$ cat src/cx_pkg.sv
// ----------------------------------------------------------------------------
// cx_pkg
// opcodes, sub-operations and shared types of the cpu16 execute unit
// ----------------------------------------------------------------------------
package cx_pkg;

    localparam int REG_COUNT = 8;
    localparam int REG_AW    = 3;
    localparam logic [REG_AW-1:0] LINK_REG = 3'd7;

    localparam logic [4:0] OP_LOGIC  = 5'd0;
    localparam logic [4:0] OP_SMATH  = 5'd1;
    localparam logic [4:0] OP_UARITH = 5'd2;
    localparam logic [4:0] OP_SHREG  = 5'd3;
    localparam logic [4:0] OP_INCI   = 5'd4;
    localparam logic [4:0] OP_DECI   = 5'd5;
    localparam logic [4:0] OP_ANDI   = 5'd6;
    localparam logic [4:0] OP_ORI    = 5'd7;
    localparam logic [4:0] OP_XORI   = 5'd8;
    localparam logic [4:0] OP_LUI    = 5'd9;
    localparam logic [4:0] OP_SHLI   = 5'd11;
    localparam logic [4:0] OP_SHRI   = 5'd12;
    localparam logic [4:0] OP_SARI   = 5'd13;
    localparam logic [4:0] OP_XSHRI  = 5'd14;
    localparam logic [4:0] OP_BA     = 5'd15;
    localparam logic [4:0] OP_BAL    = 5'd16;
    localparam logic [4:0] OP_BZ     = 5'd17;
    localparam logic [4:0] OP_BNZ    = 5'd18;
    localparam logic [4:0] OP_JR     = 5'd19;
    localparam logic [4:0] OP_JLR    = 5'd20;
    localparam logic [4:0] OP_LDW    = 5'd21;
    localparam logic [4:0] OP_STW    = 5'd22;
    localparam logic [4:0] OP_LL     = 5'd23;
    localparam logic [4:0] OP_SC     = 5'd24;
    localparam logic [4:0] OP_INT    = 5'd27;
    localparam logic [4:0] OP_RFI    = 5'd29;

    localparam logic [1:0] SUB_ADD = 2'd0;
    localparam logic [1:0] SUB_SUB = 2'd1;
    localparam logic [1:0] SUB_MUL = 2'd2;
    localparam logic [1:0] SUB_DIV = 2'd3;

    localparam logic [1:0] LG_OR  = 2'd0;
    localparam logic [1:0] LG_AND = 2'd1;
    localparam logic [1:0] LG_NOR = 2'd2;
    localparam logic [1:0] LG_XOR = 2'd3;

    localparam logic [1:0] SH_SHL  = 2'd0;
    localparam logic [1:0] SH_SHR  = 2'd1;
    localparam logic [1:0] SH_SHRA = 2'd2;
    localparam logic [1:0] SH_WSHR = 2'd3;

    typedef struct packed {
        logic        start;
        logic        is_signed;
        logic [15:0] dividend;
        logic [15:0] divisor;
    } div_req_t;

    typedef struct packed {
        logic        done;
        logic [15:0] quotient;
        logic [15:0] remainder;
    } div_rsp_t;

endpackage

$ cat src/cx_regfile.sv
// ----------------------------------------------------------------------------
// cx_regfile
// eight general registers, two registered read ports, one write port
// ----------------------------------------------------------------------------
module cx_regfile (
    input  logic                     clk,
    input  logic                     rst_n,
    input  logic [cx_pkg::REG_AW-1:0] rd_a_addr,
    input  logic [cx_pkg::REG_AW-1:0] rd_b_addr,
    output logic [15:0]              rd_a_data,
    output logic [15:0]              rd_b_data,
    input  logic                     wr_en,
    input  logic [cx_pkg::REG_AW-1:0] wr_addr,
    input  logic [15:0]              wr_data
);

    logic [15:0]                   regs [cx_pkg::REG_COUNT];
    logic [cx_pkg::REG_COUNT-1:0]  valid_reg;
    logic [15:0]                   rd_a_reg;
    logic [15:0]                   rd_b_reg;

    always_ff @(posedge clk or negedge rst_n)
    begin
        if (!rst_n)
        begin
            valid_reg <= '0;
        end
        else if (wr_en)
        begin
            valid_reg[wr_addr] <= 1'b1;
        end
    end

    always_ff @(posedge clk)
    begin
        if (wr_en)
        begin
            regs[wr_addr] <= wr_data;
        end
        rd_a_reg <= valid_reg[rd_a_addr] ? regs[rd_a_addr] : 16'h0000;
        rd_b_reg <= valid_reg[rd_b_addr] ? regs[rd_b_addr] : 16'h0000;
    end

    assign rd_a_data = rd_a_reg;
    assign rd_b_data = rd_b_reg;

endmodule

$ cat config.mk
export PLATFORM = sky130hd
export DESIGN_NAME = cx_regfile
export DESIGN_NICKNAME = d
export VERILOG_FILES = /design/src/cx_pkg.sv /design/src/cx_regfile.sv
export SDC_FILE = /design/constraint.sdc
export NUM_CORES = 1
export LEC_CHECK = 0
export BUFFER_PORTS_ARGS = -buffer_cell sky130_fd_sc_hd__buf_2
export CORE_ASPECT_RATIO = 0.7
export CORE_MARGIN = 5
export CORE_UTILIZATION = 35
export DETAILED_ROUTE_END_ITERATION = 12
export PLACE_DENSITY = 0.6
export RECOVER_POWER = 100
export SYNTH_ARGS = -nofsm -noshare
export SYNTH_HDL_FRONTEND = slang
export SYNTH_SLANG_ARGS = --single-unit
$ cat constraint.sdc
create_clock -name clk -period 1.5 [get_ports clk]
set_clock_uncertainty 0.15 [all_clocks]
set_input_delay 0.15 -clock clk [delete_from_list [all_inputs] [get_ports clk]]
set_output_delay 0.15 -clock clk [all_outputs]
set_load 0.01 [all_outputs]
==> reports/metrics.cfg, run 1 <==
[status]
run_status = finished with violations
failed_checks = setup timing

[worst_setup_path]
arrival_ns = 1.80
crit_path_end_kind = flip-flop
worst_ep_required_time_ns = 1.66
crit_type = flip-flop to flip-flop
path_max_fanout = 11
crit_path_start_kind = flip-flop

[sta]
tightest_slew_ns = 0.668
tns_ns = -3.92
finalSetupViolations = 32
timing.fmax_ghz = 0.609
maxSlewViolCount = 0
slew_headroom_pct = 55.5
worst_slack_ns = -0.142
hold_viol = 0
min_period_ns = 1.64
period_share_pct = 109
rsz0062_at_grt = true

[yosys]
synth_cells = 345
ys_warn_count = 0
syn_avg_cell_area_um2 = 20.8
post-synth-top-area-fraction_pct = 53.6
synth-seq-cells = 168
synthFlopType = edfxtp_1
yosysMostFrequentCell = edfxtp_1
synthTopCellsByArea = edfxtp_1 54%, mux4_2 18%, dfxtp_1 8.9%
ys_seq_area_share_pct = 65.3
synthArstFlopShare_pct = 4.76
synth_edf_count = 128
synth_nets = 373
yosysUniqueCellTypes = 22
synth_commonest_cells = 128 x edfxtp_1, 57 x mux4_2, 32 x dfxtp_1, 32 x mux2i_1, 20 x nor2_4
yosysTopAreaCell = edfxtp_1
synth_area_um2 = 7170

[power_and_ir_drop]
p_leak_uw = 0.00293
pwr-share-comb_pct = 10.4
pwr-share-seq_pct = 50.6
clock_power_share_pct = 38.9
p_int_uw = 8080
swShare_pct = 23.5
powerDensity_nw_per_um2 = 1220
ir_worst_vdd_mv = 0.685
power.net_switching_uw = 2490

[clock_network]
clk_pin_slew_worst_paths_ns = 0.06
cts_tree = done
clk_latency_ns = 0.42
cts_sinks = 168
cts_root_buf = clkbuf_16
cts_setup_buffers = 0
numCtsBuffers = 17
htreeDepth = 4
cts_buffer_depth = 2

[final_layout]
fillers = 1762
area_delta_synth_final_pct = 20.4
top_register = regs
fin_util_pct = 43.3
diodes = 0
layout.nets = 484
drive_above_1_share_pct = 36.0
largest_reg_flops = 128
regArea_um2 = 4680
multi_input_area_um2 = 2320

[route]
drc = 0
vias = 3737
wl_per_cell_um = 21.4
vias_per_cell = 5.06
postRouteAntennaNets = 0
drt-initial-drc-count = 245
wirelength_um = 15800
first_pass_iters = 4

[placed_design]
pre_cts_slack_ns = -0.260
gp_congestion = 0.741
io_buffers = 59
hpwl_um = 10200

[hold_path]
hold_class = input port to asynchronous set/reset pin

[grt]
grt_first_pass_wirelength_um = 24200
grt_max_degree = 25
grtUsageTotal_pct = 13.9
grt_antenna_before_repair = 0
grt_pass1_vias = 4051
grt_overflow = 0

[die]
die_height_um = 130
num_io_pins = 60
dieArea_um2 = 23500
fp.dieW_um = 181
core-area_um2 = 20000
row_count = 43
initial_core_util_pct = 35.9

[job]
maxCapViolCount = 0

-- worst max-delay path, cell delays in order (launching register included) --
cell,delay (ns)
dfrtp_1,0.40
mux4_2,0.51
mux2i_4,0.20
buf_12,0.21
nor2_1,0.07
-- area by class of cell --
type                            count  area share [%]
Clock buffer                       17            4.92
Clock inverter                     15            1.45
Multi-Input combinational cell    155            26.9
Sequential cell                   168            54.2
Tap cell                          270            3.91
Timing Repair Buffer              114            8.62
-- worst paths after layout --
path	slack (ns)	cells after the start	start	endpoint
worst max-delay path	-0.14	4	valid_reg[5]	rd_b_data[10]
worst min-delay path	0.08	2	rst_n	valid_reg[6]
worst max register to register	-0.14	4	valid_reg[5]	rd_b_data[10]
worst min register to register	0.34	1	valid_reg[6]	valid_reg[6]
max in group asynchronous	0.83	2	rst_n	valid_reg[5]
min in group clk	0.12	4	rd_a_addr[1]	rd_a_data[15]
-- cells in the final DEF (no fill, tap or decap) --
master,count
clkbuf_16,17
mux4_2,57
clkbuf_2,8
dlygate4sd3_1,17
clkinvlp_4,2
nand2b_1,3
inv_6,4
buf_2,7
clkinv_1,2
nand2_1,2
mux2i_1,32
buf_6,2
nor2_1,14
clkinv_2,4
buf_12,6
nor2_2,4
dfxtp_1,32
nor2_4,20
dfrtp_1,8
mux2i_4,2
clkbuf_1,53
mux4_4,4
bufinv_16,1
or2_2,8
nor3_1,2
clkinv_4,2
edfxtp_1,128
mux4_1,7
buf_4,21
-- timing repair --
item	4_1_cts	5_1_grt
hold buffers	17	0
endpoints found under the setup margin	32	32
gates resized for setup	4	0
pin swaps	6	0
hold endpoints to repair	136	0
-- stage by stage --
| stage | instance area (µm²) | cells | power, µW | hold WS (ns) |
|---|---|---|---|---|
| final | 8640 | 739 | 10600 | 0.0772 |
| after CTS | 8840 | 739 | 10700 | 0.00983 |
| after detailed placement | 8110 | 690 | 6590 | -0.151 |
| after global placement | 8110 | 690 | 6560 | -0.155 |
| after floorplan | 7200 | 345 | 6130 | -0.296 |
| after global routing | 8640 | 739 | 11000 | 0.137 |
-- cell families (layout without fill, tap and decap cells) --
logic type / Yosys count / count (layout) / synth area share [%]
flip-flops: 168 / 168 / 65.3
AND/OR/NAND/NOR: 53 / 53 / 5.28
buffers and inverters: 22 / 146 / 2.48
multiplexers: 102 / 102 / 26.9
-- power groups by stage --
stage / registers [µW] / clock network [µW] / logic (µW)
final: 5350 / 4110 / 1100
after detailed placement: 5450 / 0 / 1140
after global routing: 5380 / 4380 / 1200
after global placement: 5440 / 0 / 1130
after CTS: 5350 / 4210 / 1190
after floorplan: 5490 / 0 / 638
-- routing by layer --
layer,GRT usage (%),routed length (µm)
met1,19.5,7500
met2,22.3,7540
met3,2.73,667
met4,3.84,142
met5,0,0
No activity file was read; power rests on OpenSTA's default activity.
==> run 2, diff against run 1 <==
==> constraint.sdc (replaced) <==
create_clock -name clk -period 1.5 [get_ports clk]
set_clock_uncertainty 0.15 [all_clocks]
set_input_delay 0 -clock clk [delete_from_list [all_inputs] [get_ports clk]]
set_output_delay 0 -clock clk [all_outputs]
set_load 0.01 [all_outputs]
==> run 2 against run 1 <==
Final cell count up 1.4%. Highest routed layer unchanged. Clock power up 10%. Worst hold slack better by 0.021 ns. Critical path depth unchanged. Sequential power about the same. The run still ends with setup timing left. Worst setup slack worse by 0.032 ns. Non-clock buffer count up 10. Routed wire length up 1.2%.
==> reports/metrics.cfg, run 2 (synthesized netlist as in run 1, its figures left out) <==
[hold_path]
min_to = rd_b_data[11]
min_from = rd_b_addr[2]
hold_class = input port to flip-flop  ; was input port to asynchronous set/reset pin
hold_depth = 4

[final_layout]
area_delta_synth_final_pct = 23.6  ; was 20.4%
final_cell_mix = 128 x edfxtp_1, 57 x mux4_2, 54 x clkbuf_1, 32 x dfxtp_1, 31 x mux2i_1  ; was 128 x edfxtp_1, 57 x mux4_2, 53 x clkbuf_1, 32 x mux2i_1, 32 x dfxtp_1
final_cells = 749  ; was 739
largest_reg_flops = 128  ; unchanged
fin_util_pct = 44.4  ; was 43.3%
diodes = 0  ; unchanged
layout.nets = 494  ; was 484
drive_above_1_share_pct = 37.0  ; was 36.0%
top_register = regs  ; unchanged
final_common_cell = edfxtp_1  ; unchanged

[worst_setup_path]
r2r_slack_ns = -0.17  ; was -0.14 ns
crit_type = flip-flop to flip-flop  ; unchanged
arrival_ns = 1.82  ; was 1.80 ns
path_max_fanout = 8  ; was 11
r2r_cells = 4  ; unchanged
r2r-end = rd_b_data[4]  ; was rd_b_data[10]
crit_path_end_kind = flip-flop  ; unchanged
worst_ep_required_time_ns = 1.65  ; was 1.66 ns
r2r_start = valid_reg[0]  ; was valid_reg[5]
crit_path_start_kind = flip-flop  ; unchanged

[sta]
worst_slack_ns = -0.174  ; was -0.142 ns
finalSetupViolations = 86  ; was 32
period_share_pct = 112  ; was 109%
maxSlewViolCount = 0  ; unchanged
hold_viol = 0  ; unchanged
rsz0062_at_grt = true  ; unchanged
timing.fmax_ghz = 0.597  ; was 0.609 GHz
min_period_ns = 1.67  ; was 1.64 ns
tightest_slew_ns = 0.673  ; was 0.668 ns
slew_headroom_pct = 55.1  ; was 55.5%

[die]
die_height_um = 130  ; unchanged
initial_core_util_pct = 35.9  ; unchanged
row_count = 43  ; unchanged
core-area_um2 = 20000  ; unchanged
dieArea_um2 = 23500  ; unchanged
num_io_pins = 60  ; unchanged
fp.dieW_um = 181  ; unchanged

[clock_network]
numCtsBuffers = 17  ; unchanged
clk_pin_slew_worst_paths_ns = 0.06  ; about the same
cts_buffer_depth = 2  ; unchanged
clk_latency_ns = 0.42  ; about the same
htreeDepth = 4  ; unchanged
cts_tree = done  ; unchanged
cts_setup_buffers = 0  ; unchanged
cts_root_buf = clkbuf_16  ; unchanged
cts_sinks = 168  ; unchanged

[grt]
grt_antenna_before_repair = 0  ; unchanged
grt_first_pass_wirelength_um = 24900  ; was 24200 µm
grt_max_degree = 25  ; unchanged
grtUsageTotal_pct = 14.3  ; was 13.9%
grt_overflow = 0  ; unchanged
grt_pass1_vias = 4174  ; was 4051

[power_and_ir_drop]
p_leak_uw = 0.00303  ; was 0.00293 µW
powerDensity_nw_per_um2 = 1250  ; was 1220 nW/µm²
totalPowerFinal_uw = 11100  ; was 10600 µW
ir_worst_vdd_mv = 0.718  ; was 0.685 mV

[placed_design]
hpwl_um = 10300  ; was 10200 µm
gp_congestion = 0.750  ; was 0.741
pre_cts_slack_ns = -0.271  ; was -0.260 ns
io_buffers = 59  ; unchanged
dp.cells = 696  ; was 690

[route]
vias_per_cell = 4.97  ; was 5.06
drc = 0  ; unchanged
drt-initial-drc-count = 279  ; was 245
first_pass_iters = 4  ; unchanged
vias = 3726  ; was 3737
wirelength_um = 16000  ; was 15800 µm
wl_per_cell_um = 21.4  ; about the same
postRouteAntennaNets = 0  ; unchanged

[status]
failed_checks = setup timing  ; unchanged
run_status = finished with violations  ; unchanged

[job]
maxCapViolCount = 0  ; unchanged

## run 2: cell count changes in the layout (fill, tap and decap cells not counted), sizes merged
cell         delta
clkinv          -6
clkinvlp        -1
inv             -4
clkbuf          +6
dlygate4sd3     +4
buf            +11
## run 2: cell type report
type | instances | area (µm²)
clock inverters | 4 | 47.5
clock buffers | 28 | 583
repair buffers | 124 | 868
flip-flops and latches | 168 | 4680
fillers | 1735 | 11100
well taps | 270 | 338
multi-input cells | 155 | 2340
## run 2: metrics by stage
stage,TNS [ns],hold slack (ns),instance area [µm²]
2_1_floorplan,-2.26,-0.446,7180
3_3_place_gp,-4.18,-0.307,8170
3_5_place_dp,-4.95,-0.294,8170
4_1_cts,-5.04,0.0644,9010
5_1_grt,-13.09,0.0917,8870
6_report,-6.74,0.0979,8870
## run 2: timing repair
action	CTS	global route
gates resized for setup	1	5
hold buffers	21	0
endpoints found under the hold margin	170	0
endpoints found under the setup margin	32	32
pin swaps	8	11
## run 2: how the worst max path moves through the flow
stage / start / endpoint / slack [ns] / cells after the start
final: valid_reg[0] / rd_b_data[4] / -0.17 / 4
after global routing: valid_reg[7] / rd_b_data[12] / -0.22 / 4
after CTS: valid_reg[0] / rd_a_data[2] / -0.17 / 4
after detailed placement: rd_a_addr[0] / rd_a_data[8] / -0.27 / 6
after global placement: rd_a_addr[0] / rd_a_data[8] / -0.23 / 6
after floorplan: valid_reg[5] / rd_b_data[0] / -0.11 / 4
## run 2: routing by layer
metal | wire [µm] | up-vias | share of wire (%) | track usage, %
met1 | 7520 | 1975 | 47 | 20.3
met3 | 849 | 9 | 5.3 | 4.01
met2 | 7570 | 89 | 47 | 22.2
met4 | 104 | 0 | 0.65 | 3.18
li1 | - | 1653 | - | -
met5 | 0 | - | 0 | 0
## run 2: worst max-delay path: stages (launching register included)
cell and delay [ns]:
dfrtp_1 0.40, mux4_2 0.50, mux2i_4 0.26, buf_12 0.21
nor2_4 0.03
## run 2: where the power goes
part / leakage [µW] / switching (µW) / internal [µW] / total [µW]
clock network: 0.000306 / 1690 / 2830 / 4520
registers: 0.00150 / 96.0 / 5260 / 5360
logic: 0.00122 / 586 / 589 / 1180
total: 0.00303 / 2370 / 8680 / 11100
