File: src/cx_pkg.sv
// ----------------------------------------------------------------------------
// cx_pkg
// opcodes, sub-operations and shared types of the cpu16 execute unit
// ----------------------------------------------------------------------------
package cx_pkg;

    localparam int REG_COUNT = 8;
    localparam int REG_AW    = 3;
    localparam logic [REG_AW-1:0] LINK_REG = 3'd7;

    localparam logic [4:0] OP_LOGIC  = 5'd0;
    localparam logic [4:0] OP_SMATH  = 5'd1;
    localparam logic [4:0] OP_UARITH = 5'd2;
    localparam logic [4:0] OP_SHREG  = 5'd3;
    localparam logic [4:0] OP_INCI   = 5'd4;
    localparam logic [4:0] OP_DECI   = 5'd5;
    localparam logic [4:0] OP_ANDI   = 5'd6;
    localparam logic [4:0] OP_ORI    = 5'd7;
    localparam logic [4:0] OP_XORI   = 5'd8;
    localparam logic [4:0] OP_LUI    = 5'd9;
    localparam logic [4:0] OP_SHLI   = 5'd11;
    localparam logic [4:0] OP_SHRI   = 5'd12;
    localparam logic [4:0] OP_SARI   = 5'd13;
    localparam logic [4:0] OP_XSHRI  = 5'd14;
    localparam logic [4:0] OP_BA     = 5'd15;
    localparam logic [4:0] OP_BAL    = 5'd16;
    localparam logic [4:0] OP_BZ     = 5'd17;
    localparam logic [4:0] OP_BNZ    = 5'd18;
    localparam logic [4:0] OP_JR     = 5'd19;
    localparam logic [4:0] OP_JLR    = 5'd20;
    localparam logic [4:0] OP_LDW    = 5'd21;
    localparam logic [4:0] OP_STW    = 5'd22;
    localparam logic [4:0] OP_LL     = 5'd23;
    localparam logic [4:0] OP_SC     = 5'd24;
    localparam logic [4:0] OP_INT    = 5'd27;
    localparam logic [4:0] OP_RFI    = 5'd29;

    localparam logic [1:0] SUB_ADD = 2'd0;
    localparam logic [1:0] SUB_SUB = 2'd1;
    localparam logic [1:0] SUB_MUL = 2'd2;
    localparam logic [1:0] SUB_DIV = 2'd3;

    localparam logic [1:0] LG_OR  = 2'd0;
    localparam logic [1:0] LG_AND = 2'd1;
    localparam logic [1:0] LG_NOR = 2'd2;
    localparam logic [1:0] LG_XOR = 2'd3;

    localparam logic [1:0] SH_SHL  = 2'd0;
    localparam logic [1:0] SH_SHR  = 2'd1;
    localparam logic [1:0] SH_SHRA = 2'd2;
    localparam logic [1:0] SH_WSHR = 2'd3;

    typedef struct packed {
        logic        start;
        logic        is_signed;
        logic [15:0] dividend;
        logic [15:0] divisor;
    } div_req_t;

    typedef struct packed {
        logic        done;
        logic [15:0] quotient;
        logic [15:0] remainder;
    } div_rsp_t;

endpackage

File: src/cx_divider.sv
// ----------------------------------------------------------------------------
// cx_divider
// iterative 16-bit divider, one quotient bit a cycle, signed or unsigned
// ----------------------------------------------------------------------------
module cx_divider (
    input  logic             clk,
    input  logic             rst_n,
    input  cx_pkg::div_req_t req,
    output cx_pkg::div_rsp_t rsp
);

    logic        busy_reg;
    logic [4:0]  cnt_reg;
    logic [15:0] dvd_reg;
    logic [15:0] dvs_reg;
    logic [15:0] rem_reg;
    logic        neg_q_reg;
    logic        neg_r_reg;
    logic        done_reg;
    logic [17:0] diff;
    logic        fits;

    assign diff = {1'b0, rem_reg, dvd_reg[15]} - {2'b00, dvs_reg};
    assign fits = !diff[17];

    always_ff @(posedge clk or negedge rst_n)
    begin
        if (!rst_n)
        begin
            busy_reg <= 1'b0;
            cnt_reg  <= '0;
            done_reg <= 1'b0;
        end
        else
        begin
            done_reg <= 1'b0;
            if (req.start)
            begin
                busy_reg <= 1'b1;
                cnt_reg  <= 5'd16;
            end
            else if (busy_reg)
            begin
                cnt_reg <= cnt_reg - 5'd1;
                if (cnt_reg == 5'd1)
                begin
                    busy_reg <= 1'b0;
                    done_reg <= 1'b1;
                end
            end
        end
    end

    always_ff @(posedge clk)
    begin
        if (req.start)
        begin
            dvd_reg   <= (req.is_signed && req.dividend[15]) ? -req.dividend : req.dividend;
            dvs_reg   <= (req.is_signed && req.divisor[15]) ? -req.divisor : req.divisor;
            rem_reg   <= '0;
            neg_q_reg <= req.is_signed && (req.dividend[15] ^ req.divisor[15]);
            neg_r_reg <= req.is_signed && req.dividend[15];
        end
        else if (busy_reg)
        begin
            rem_reg <= fits ? diff[15:0] : {rem_reg[14:0], dvd_reg[15]};
            dvd_reg <= {dvd_reg[14:0], fits};
        end
    end

    assign rsp.done      = done_reg;
    assign rsp.quotient  = neg_q_reg ? -dvd_reg : dvd_reg;
    assign rsp.remainder = neg_r_reg ? -rem_reg : rem_reg;

endmodule

File: config.mk
export PLATFORM = sky130hd
export DESIGN_NAME = cx_divider
export DESIGN_NICKNAME = d
export VERILOG_FILES = /design/src/cx_pkg.sv /design/src/cx_divider.sv
export SDC_FILE = /design/constraint.sdc
export NUM_CORES = 1
export LEC_CHECK = 0
export BUFFER_PORTS_ARGS = -buffer_cell sky130_fd_sc_hd__buf_2
export CELL_PAD_IN_SITES_DETAIL_PLACEMENT = 0
export CELL_PAD_IN_SITES_GLOBAL_PLACEMENT = 1
export CORE_UTILIZATION = 43
export CTS_CLUSTER_SIZE = 20
export DETAILED_ROUTE_END_ITERATION = 6
export HOLD_SLACK_MARGIN = 0.12
export PLACE_DENSITY = 0.78
export SYNTH_ARGS = -nofsm -noshare
export SYNTH_HDL_FRONTEND = slang
export SYNTH_SLANG_ARGS = --single-unit
File: constraint.sdc
create_clock -name clk -period 3.2 [get_ports clk]
set_clock_uncertainty 0.1 [all_clocks]
set_input_delay 0.48 -clock clk [delete_from_list [all_inputs] [get_ports clk]]
set_output_delay 0.48 -clock clk [all_outputs]
set_load 0.005 [all_outputs]
==> results of run 1 <==
## power by group
part	total, mW	switching [mW]	internal [mW]	leakage [nW]
combinational	1.80	0.939	0.863	1.56
sequential	1.17	0.222	0.946	0.555
clock	0.638	0.284	0.354	0.0897
## repair_timing
action | in CTS | in global routing
buffers inserted | 0 | 3
hold buffers | 1 | 0
gates resized for setup | 0 | 2
endpoints found under the setup margin | 0 | 3
endpoints found under the hold margin | 7 | 0
## cells by family (layout without fill, tap and decap cells)
logic type	after synthesis	in the layout	synth area share
xor gates and xnor gates	68	68	0.133
adders and majority gates	23	23	0.0662
muxes	3	3	0.00729
and+or+nand+nor	194	194	0.212
buffers and inverters	59	132	0.0527
DFF	57	57	0.340
AOI/OAI and AO/OA	126	126	0.189
## cells in the mapped netlist (all sizes together) (4+ instances only)
library cell | n | area share
a21o | 4 | 0.0067
a21oi | 36 | 0.040
a311oi | 9 | 0.018
a31oi | 7 | 0.0098
buf | 6 | 0.0081
clkbuf | 18 | 0.015
dfrtp | 7 | 0.039
dfxtp | 16 | 0.072
edfxtp | 34 | 0.23
ha | 22 | 0.062
inv | 34 | 0.029
nand2 | 37 | 0.031
nand2b | 12 | 0.017
nand3 | 20 | 0.022
nand4 | 6 | 0.0084
nor2 | 69 | 0.058
nor3 | 12 | 0.013
nor3b | 4 | 0.0067
nor4 | 6 | 0.0084
o211ai | 4 | 0.0078
o21ai | 25 | 0.028
o31ai | 13 | 0.023
o41ai | 7 | 0.015
or2 | 4 | 0.0056
or3 | 7 | 0.011
or4 | 4 | 0.0076
xnor2 | 41 | 0.080
xor2 | 27 | 0.053
## per-layer routing
metal,vias up,GRT usage,routed length [um]
met3,12,0.0232,466
li1,2041,-,-
met1,1822,0.286,5200
met4,0,0.0643,144
met2,115,0.308,4630
met5,-,0,0
## final timing paths
kind	start	endpoint
hold / removal	req[0]	dvs_reg[0]
max in group asynchronous	rst_n	busy_reg
hold reg to reg	cnt_reg[4]	cnt_reg[4]
setup reg to reg	rem_reg[3]	rem_reg[6]
min in group asynchronous	rst_n	cnt_reg[2]
setup / recovery	dvd_reg[1]	rsp[29]
## critical path: cells and delay by family, from the launching register on
| kind | cells | cell delay (ps) |
|---|---|---|
| xor+xnor | 1 | 140 |
| buf+inv | 1 | 130 |
| simple gates | 3 | 1300 |
| compound gates | 1 | 230 |
| flops | 1 | 410 |
## stage by stage
| step | worst slack, ps | instance area (um^2) |
|---|---|---|
| 2_1_floorplan | 601 | 4460 |
| 3_3_place_gp | 430 | 4930 |
| 3_5_place_dp | 381 | 4930 |
| 4_1_cts | 15.3 | 5130 |
| 5_1_grt | 3.85 | 5170 |
| 6_report | 82.8 | 5170 |
## area by class of cell
class                      count  area (um^2)
clock buffer                  10          128
timing repair buffer          81          440
sequential                    57         1520
tap                          133          166
fill                         975         4740
clock inverter                 6         58.8
inverter                      35          131
multi-input combinational    414         2730
==> PnR_summary.wiki, run 1 <==
{| class="wikitable"
! Metric !! Value
|-
| Run status || completed
|-
| Register-to-register setup slack || approximately 420 ps
|-
| Highest cell delay on the worst timing path || ~460 ps
|-
| Gpl congestion || 0.916
|-
| TritonCTS clock tree || built
|-
| Final number of setup-violating endpoints || 0
|-
| Slowest CP cell || sky130_fd_sc_hd__or4_4
|-
| Critical path launch point type || flop
|-
| Yosys cell types || 62
|-
| Layout overhead on the synthesized area || 15.8%
|-
| Register bit count reported by yosys || 57
|-
| Detailed Routing Iterations Pass 1 || 5
|-
| Total inserted antenna cells || 0
|-
| Post-DRT Antenna Nets || 0
|-
| Max-cap viol count || 0
|-
| Overall routed net length || 10400 um
|-
| Synth warn || 0
|-
| Worst hold margin || 294 ps
|-
| Total CTS buffers || 9
|-
| Hold Crit Class || primary input to flop
|-
| Largest net degree at the start of global routing || 32
|-
| Routed vias || 3990
|-
| Net count after synthesis || around 600
|-
| Wire length per cell after detailed routing || about 14 um
|-
| Peak VDD IR || roughly 0.3 mV
|-
| CP arrival || roughly 2500 ps
|-
| Post-route minimum period || ~3100 ps
|-
| Initial drt markers || 236
|-
| Post-route fraction of the period consumed by the critical path || 0.974
|-
| Final design utilization || 0.521
|-
| Nature of the critical path endpoint || primary output
|-
| Number of placement rows || 36
|-
| Cell chosen for the clock root || sky130_fd_sc_hd__clkbuf_8
|-
| Max-slew headroom at the worst pin || 0.452
|-
| Effective utilization at floorplan || 0.450
|-
| Cell area after technology mapping || approximately 0.0045 mm^2
|-
| Highest Clock Rate || approximately 0.32 GHz
|-
| Number of hold-slack violations in the final timing report || 0
|-
| Count of flip-flops with a built-in enable after synthesis || 34
|-
| Post-Route Setup TNS || 0 ps
|-
| Most common cell after layout, fill and taps aside || sky130_fd_sc_hd__nor2_1
|-
| Required time reported for the critical path endpoint || roughly 2600 ps
|-
| Slew of the pin with the lowest slew margin || between 800 and 900 ps
|-
| Clock Path Buffers || 2
|-
| DP Wirelength || 8120 um
|-
| H-tree levels || 3
|-
| DRC violation count after routing || 0
|-
| Layout net count || roughly 660
|-
| Drt via density || around 5.4
|-
| Global-route wire length before repair || approximately 17000 um
|-
| Highest-count cells in the layout ignoring fill and taps || 69 x sky130_fd_sc_hd__nor2_1, 68 x sky130_fd_sc_hd__buf_2, 41 x sky130_fd_sc_hd__xnor2_1, 37 x sky130_fd_sc_hd__nand2_1, 36 x sky130_fd_sc_hd__a21oi_1
|-
| Placed Cells incl. Taps || between 700 and 800
|-
| CORE AREA || around 0.0099 mm^2
|-
| Setup repair after global routing missed its margin || no
|-
| Worst-skew pair later-pin latency || 330 ps
|-
| Final cell count without fillers || between 700 and 800
|-
| Seq/Total Area, Yosys || 0.340
|-
| Floorplan die area || 0.0108 mm^2
|-
| Number of top-level design ports || between 60 and 70
|-
| Post-synthesis average cell area || around 8.4 um^2
|-
| Port-buffer cells || roughly 70
|-
| Clk pin slew, worst setup/hold paths || about 70 ps
|-
| Max FO, Critical Path || 3
|-
| Worst Path Class, Setup || flop to primary output
|-
| Width of the die || approximately 100 um
|-
| Post-synthesis async set-or-reset flop share || 0.123
|-
| Power density of the placed cells || between 600 and 700 mW/mm^2
|-
| Number of antenna violations at the first check in global routing || 0
|-
| Critical-path cell list || or3_4 > or3b_4 > or4_4 > o41ai_4 > xnor2_1 > buf_2
|-
| Floorplan die height || between 100 and 150 um
|-
| Commonest register cell after synthesis || sky130_fd_sc_hd__edfxtp_1
|-
| Lkg Pwr || 2.20 nW
|-
| Hold Crit Depth || 1
|-
| GRT Util Overall || 0.198
|-
| Number of cells on the worst reg-to-reg path || 8
|-
| Via count of the first global-routing pass || approximately 3.6k
|-
| Total global routing overflow || 0
|-
| Share of post-route cells with drive strength above 1 || 0.179
|-
| CTS sink cnt || 57
|-
| Design Power || 3.61 mW
|-
| Mapped Cells || 530
|-
| Final slew viol count || 0
|}
(Power assumes the default switching activity.)
==> run 2, diff against run 1 <==
- clock period: 3.2 -> 3.4 ns (I/O delays scaled with it)
==> PnR_summary.wiki, run 2 (synthesis gave the netlist of run 1 again) <==
{| class="wikitable"
! Metric !! Value
|-
| Run status || completed
|-
| Met3 WL post-DR || roughly 640 um
|-
| Max-slew headroom at the worst pin || 0.364
|-
| Wire length per cell after detailed routing || about 14 um
|-
| Total CTS buffers || 9
|-
| TritonCTS clock tree || built
|-
| Worst-skew pair later-pin latency || approximately 340 ps
|-
| Worst Setup Slack post-DPL || between 500 and 600 ps
|-
| Lkg Pwr || roughly 2.2 nW
|-
| Flop pwr share || 0.314
|-
| Final design utilization || 0.521
|-
| Total global routing overflow || 0
|-
| Floorplan die area || 0.0108 mm^2
|-
| Detailed Routing Iterations Pass 1 || 5
|-
| Routed wl met2 || approximately 4400 um
|-
| Startpoint of the lowest-slack hold path || req[0]
|-
| CP arrival || ~2600 ps
|-
| Required time reported for the critical path endpoint || ~2800 ps
|-
| Max FO, Critical Path || 4
|-
| Post-route fraction of the period consumed by the critical path || 0.947
|-
| Drt via density || between 5 and 6
|-
| Final slew viol count || 0
|-
| Met1 WL || approximately 5000 um
|-
| Hold Crit Class || primary input to flop
|-
| CORE AREA || roughly 0.0099 mm^2
|-
| Global-route wire length before repair || between 15000 and 20000 um
|-
| Largest net degree at the start of global routing || just under 50
|-
| Layout overhead on the synthesized area || 15.6%
|-
| Fraction of power spent switching nets || 0.385
|-
| Clk pin slew, worst setup/hold paths || 70 ps
|-
| Initial drt markers || around 320
|-
| Final cell count without fillers || around 730
|-
| Placement Cell Area || approximately 0.0049 mm^2
|-
| Effective utilization at floorplan || 0.450
|-
| Placed Cells incl. Taps || about 700
|-
| Number of top-level design ports || just under 70
|-
| Highest cell delay on the worst timing path || between 400 and 500 ps
|-
| Share of total power in combinational logic || 0.472
|-
| Highest-count cells in the layout ignoring fill and taps || 69 x sky130_fd_sc_hd__nor2_1, 68 x sky130_fd_sc_hd__buf_2, 41 x sky130_fd_sc_hd__xnor2_1, 37 x sky130_fd_sc_hd__nand2_1, 36 x sky130_fd_sc_hd__a21oi_1
|-
| Critical path launch point type || flop
|-
| Worst R2R Start || rem_reg[3]
|-
| Overall routed net length || 10300 um
|-
| Post-route minimum period || ~3200 ps
|-
| Via count of the first global-routing pass || around 3.5k
|-
| H-tree levels || 3
|-
| Post-Route Setup TNS || 0 ps
|-
| Clock Path Buffers || 2
|-
| Reported net switching power || about 1.4 mW
|-
| Peak VDD IR || about 0.29 mV
|-
| Slowest CP cell || sky130_fd_sc_hd__or4_4
|-
| Floorplan die height || just over 100 um
|-
| Power share of the clock group || 0.214
|-
| Register-to-register setup slack || roughly 590 ps
|-
| Uppermost metal layer occupied by signal nets || met4
|-
| Total inserted antenna cells || 0
|-
| Port-buffer cells || between 60 and 70
|-
| Design Power || 3.52 mW
|-
| Highest Clock Rate || 0.311 GHz
|-
| Slack of the critical path || between 150 and 200 ps
|-
| DP Wirelength || roughly 8000 um
|-
| Worst hold margin || about 320 ps
|-
| Post-Layout Inst Area || 0.00516 mm^2
|-
| Cell chosen for the clock root || sky130_fd_sc_hd__clkbuf_8
|-
| Share of post-route cells with drive strength above 1 || 0.168
|-
| Nature of the critical path endpoint || primary output
|-
| Critical-path cell list || or3_4 > or3b_1 > or4_4 > o41ai_2 > xnor2_1 > buf_2
|-
| Worst Path Class, Setup || flop to primary output
|-
| Setup repair after global routing missed its margin || no
|-
| Final number of setup-violating endpoints || 0
|-
| Number of hold-slack violations in the final timing report || 0
|-
| Post-DRT Antenna Nets || 0
|-
| Post-CTS Repair Setup Buffers || 0
|-
| DRC violation count after routing || 0
|-
| CP startpoint || dvd_reg[0]
|-
| Cell internal pwr || 2.16 mW
|-
| Most common cell after layout, fill and taps aside || sky130_fd_sc_hd__nor2_1
|-
| Routed vias || between 3k and 4k
|-
| Number of antenna violations at the first check in global routing || 0
|-
| Width of the die || 104 um
|-
| GRT Util Overall || 0.194
|-
| CTS sink cnt || 57
|-
| Max-cap viol count || 0
|-
| Layout net count || 650
|-
| Number of placement rows || 36
|-
| Power density of the placed cells || slightly below 700 mW/mm^2
|-
| Gpl congestion || 0.899
|-
| Slew of the pin with the lowest slew margin || 953 ps
|}
==> run 2: final cells by class <==
type,instances,area (um^2)
clock buffers,10,128
inverters,35,131
repair buffers,74,400
clock inverters,6,106
flip-flops and latches,57,1520
well taps,133,166
fillers,972,4750
multi-input cells,414,2710
==> run 2: path summary, 6_finish.rpt <==
check                             endpoint  cells past startpoint
worst max-delay path               rsp[29]                      6
worst max register to register  rem_reg[8]                      8
max in group asynchronous         busy_reg                      2
min in group asynchronous       cnt_reg[2]                      2
worst min-delay path            dvs_reg[0]                      1
worst min register to register  cnt_reg[4]                      2
==> run 2: layer usage <==
metal	vias to the layer above	GRT usage
li1	2025	-
met1	1755	0.290
met2	105	0.291
met3	9	0.0213
met4	0	0.0643
met5	-	0
==> run 2: power by group through the flow <==
| stage | registers [mW] | clock network, mW | logic (mW) |
|---|---|---|---|
| 2_1_floorplan | 1.03 | 0 | 1.22 |
| 3_3_place_gp | 1.11 | 0 | 1.62 |
| 3_5_place_dp | 1.12 | 0 | 1.66 |
| 4_1_cts | 1.10 | 0.763 | 1.67 |
| 5_1_grt | 1.13 | 0.793 | 1.86 |
| 6_report | 1.10 | 0.754 | 1.66 |
==> run 2: critical path: cells and delay by family, from the launching register on <==
family | cells | cell delay, ps
xor+xnor | 1 | 160
buf+inv | 1 | 130
compound gates | 1 | 250
flops | 1 | 440
simple gates | 3 | 1290
==> run 2: repair_timing <==
action | in CTS | in global routing
hold endpoints to repair | 7 | 0
hold buffers | 1 | 0
resized for setup | 0 | 0
==> run 3, diff against run 2 <==
- clock period: 3.4 -> 3.65 ns (I/O delays scaled with it)
==> PnR_summary.wiki, run 3 (synthesis gave the netlist of run 1 again) <==
{| class="wikitable"
! Metric !! Value
|-
| Placed Cells incl. Taps || around 710
|-
| Worst R2R Start || rem_reg[3]
|-
| Global routing usage on met1 || 0.289
|-
| Setup repair after global routing missed its margin || no
|-
| Critical-path cell list || or3_4 > or3b_1 > or4_4 > o41ai_2 > xnor2_1 > buf_2
|-
| Highest-count cells in the layout ignoring fill and taps || 69 x sky130_fd_sc_hd__nor2_1, 68 x sky130_fd_sc_hd__buf_2, 41 x sky130_fd_sc_hd__xnor2_1, 37 x sky130_fd_sc_hd__nand2_1, 36 x sky130_fd_sc_hd__a21oi_1
|-
| CP arrival || approximately 2600 ps
|-
| Final number of setup-violating endpoints || 0
|-
| Number of placement rows || 36
|-
| Nature of the critical path endpoint || primary output
|-
| Peak VDD IR || 0.265 mV
|-
| Cell chosen for the clock root || sky130_fd_sc_hd__clkbuf_8
|-
| Total global routing overflow || 0
|-
| Worst Path Class, Setup || flop to primary output
|-
| Required time reported for the critical path endpoint || approximately 3000 ps
|-
| Post-CTS Repair Setup Buffers || 0
|-
| Floorplan die height || 104 um
|-
| Most common cell after layout, fill and taps aside || sky130_fd_sc_hd__nor2_1
|-
| Met3 Usage GRT || 0.0263
|-
| Worst hold margin || 351 ps
|-
| Power density of the placed cells || 635 mW/mm^2
|-
| Total CTS buffers || 9
|-
| Effective utilization at floorplan || 0.450
|-
| Worst Setup Slack post-DPL || between 700 and 800 ps
|-
| Layout net count || 650
|-
| Port-buffer cells || 68
|-
| Width of the die || ~100 um
|-
| Max FO, Critical Path || 4
|-
| Floorplan die area || between 0.01 and 0.015 mm^2
|-
| Wire length per cell after detailed routing || 14.1 um
|-
| Largest net degree at the start of global routing || 49
|-
| Clock Path Buffers || 2
|-
| Slack of the critical path || 415 ps
|-
| Max-slew headroom at the worst pin || 0.432
|-
| Overall routed net length || 10300 um
|-
| Highest cell delay on the worst timing path || between 400 and 500 ps
|-
| Share of post-route cells with drive strength above 1 || 0.169
|-
| GRT Util Overall || 0.194
|-
| Design Power || between 3 and 4 mW
|-
| Number of top-level design ports || between 60 and 70
|-
| Clk pin slew, worst setup/hold paths || around 60 ps
|-
| Worst-skew pair later-pin latency || between 300 and 400 ps
|-
| Post-route fraction of the period consumed by the critical path || 0.886
|-
| DRC violation count after routing || 0
|-
| Total inserted antenna cells || 0
|-
| Hold Crit Depth || 1
|-
| Lkg Pwr || ~2.2 nW
|-
| DP Wirelength || between 7000 and 8000 um
|-
| Layout overhead on the synthesized area || 15.6%
|-
| Final slew viol count || 0
|-
| CORE AREA || roughly 0.0099 mm^2
|-
| Initial drt markers || ~210
|-
| Global-route wire length before repair || roughly 17000 um
|-
| Post-CTS Hold Fix Bufs || 1
|-
| Highest Clock Rate || 0.309 GHz
|-
| Placement Cell Area || 0.00492 mm^2
|-
| Gpl congestion || 0.869
|-
| Detailed Routing Iterations Pass 1 || 4
|-
| CTS sink cnt || 57
|-
| H-tree levels || 3
|-
| Endpoint of the most critical register-to-register path || rem_reg[8]
|-
| Post-Route Setup TNS || 0 ps
|-
| Routed vias || roughly 4k
|-
| Drt via density || ~5.4
|-
| Critical path launch point type || flop
|-
| Post-DRT Antenna Nets || 0
|-
| Number of instances resized during post-cts repair || 0
|-
| Run status || completed
|-
| TritonCTS clock tree || built
|-
| Number of hold-slack violations in the final timing report || 0
|-
| Layer carrying the most global-route usage || met1
|-
| Slew of the pin with the lowest slew margin || 851 ps
|-
| Startpoint of the lowest-slack hold path || req[0]
|-
| Register-to-register setup slack || around 830 ps
|-
| Slowest CP cell || sky130_fd_sc_hd__or4_4
|-
| Hold Crit Class || primary input to flop
|-
| Max-cap viol count || 0
|-
| Number of cells on the worst reg-to-reg path || 8
|-
| Final design utilization || 0.521
|-
| Post-Layout Inst Area || 0.00516 mm^2
|-
| Final cell count without fillers || 729
|-
| Post-route minimum period || around 3200 ps
|-
| Hold worst-path end || dvs_reg[0]
|-
| Via count of the first global-routing pass || 3451
|-
| Number of antenna violations at the first check in global routing || 0
|-
| Global routing usage on met2 || 0.287
|}
## run 3: changes by cell type in the layout (fill, tap and decap cells not counted)
cell and change:
sky130_fd_sc_hd__clkinv_2 +1, sky130_fd_sc_hd__clkinv_1 -1
## run 3: critical path, delay by kind of cell, from the launching register on
kind            cells  cell delay, ps
compound gates      1             250
xor+xnor            1             150
buf+inv             1             120
flops               1             440
simple gates        3            1290
## run 3: how the worst max path moves through the flow
| stage | from | endpoint | slack [ps] | depth (start not counted) |
|---|---|---|---|---|
| 6_report | dvd_reg[0] | rsp[29] | 420 | 6 |
| 5_1_grt | dvd_reg[0] | rsp[29] | 290 | 6 |
| 4_1_cts | dvd_reg[1] | rsp[29] | 390 | 6 |
| 3_5_place_dp | dvd_reg[0] | rsp[29] | 750 | 6 |
| 3_3_place_gp | dvd_reg[0] | rsp[29] | 810 | 6 |
| 2_1_floorplan | dvd_reg[0] | rsp[29] | 980 | 5 |
## run 3: layout make-up
type / instances / area (um^2)
clock buffer: 10 / 128
clock inverter: 6 / 108
fill: 976 / 4750
inverter: 35 / 131
multi-input combinational: 414 / 2710
sequential: 57 / 1520
tap: 133 / 166
timing repair buffer: 74 / 400
## run 3: layer usage
| metal | wire length, um | share of wire |
|---|---|---|
| met1 | 5290 | 0.52 |
| met2 | 4360 | 0.42 |
| met3 | 461 | 0.045 |
| met4 | 156 | 0.015 |
| met5 | 0 | 0 |
## run 3: where the power goes
part	leakage, nW	switching, mW	internal [mW]	total, mW
clock	0.116	0.250	0.451	0.702
sequential	0.555	0.200	0.829	1.03
combinational	1.52	0.810	0.736	1.55
total	2.19	1.26	2.02	3.28
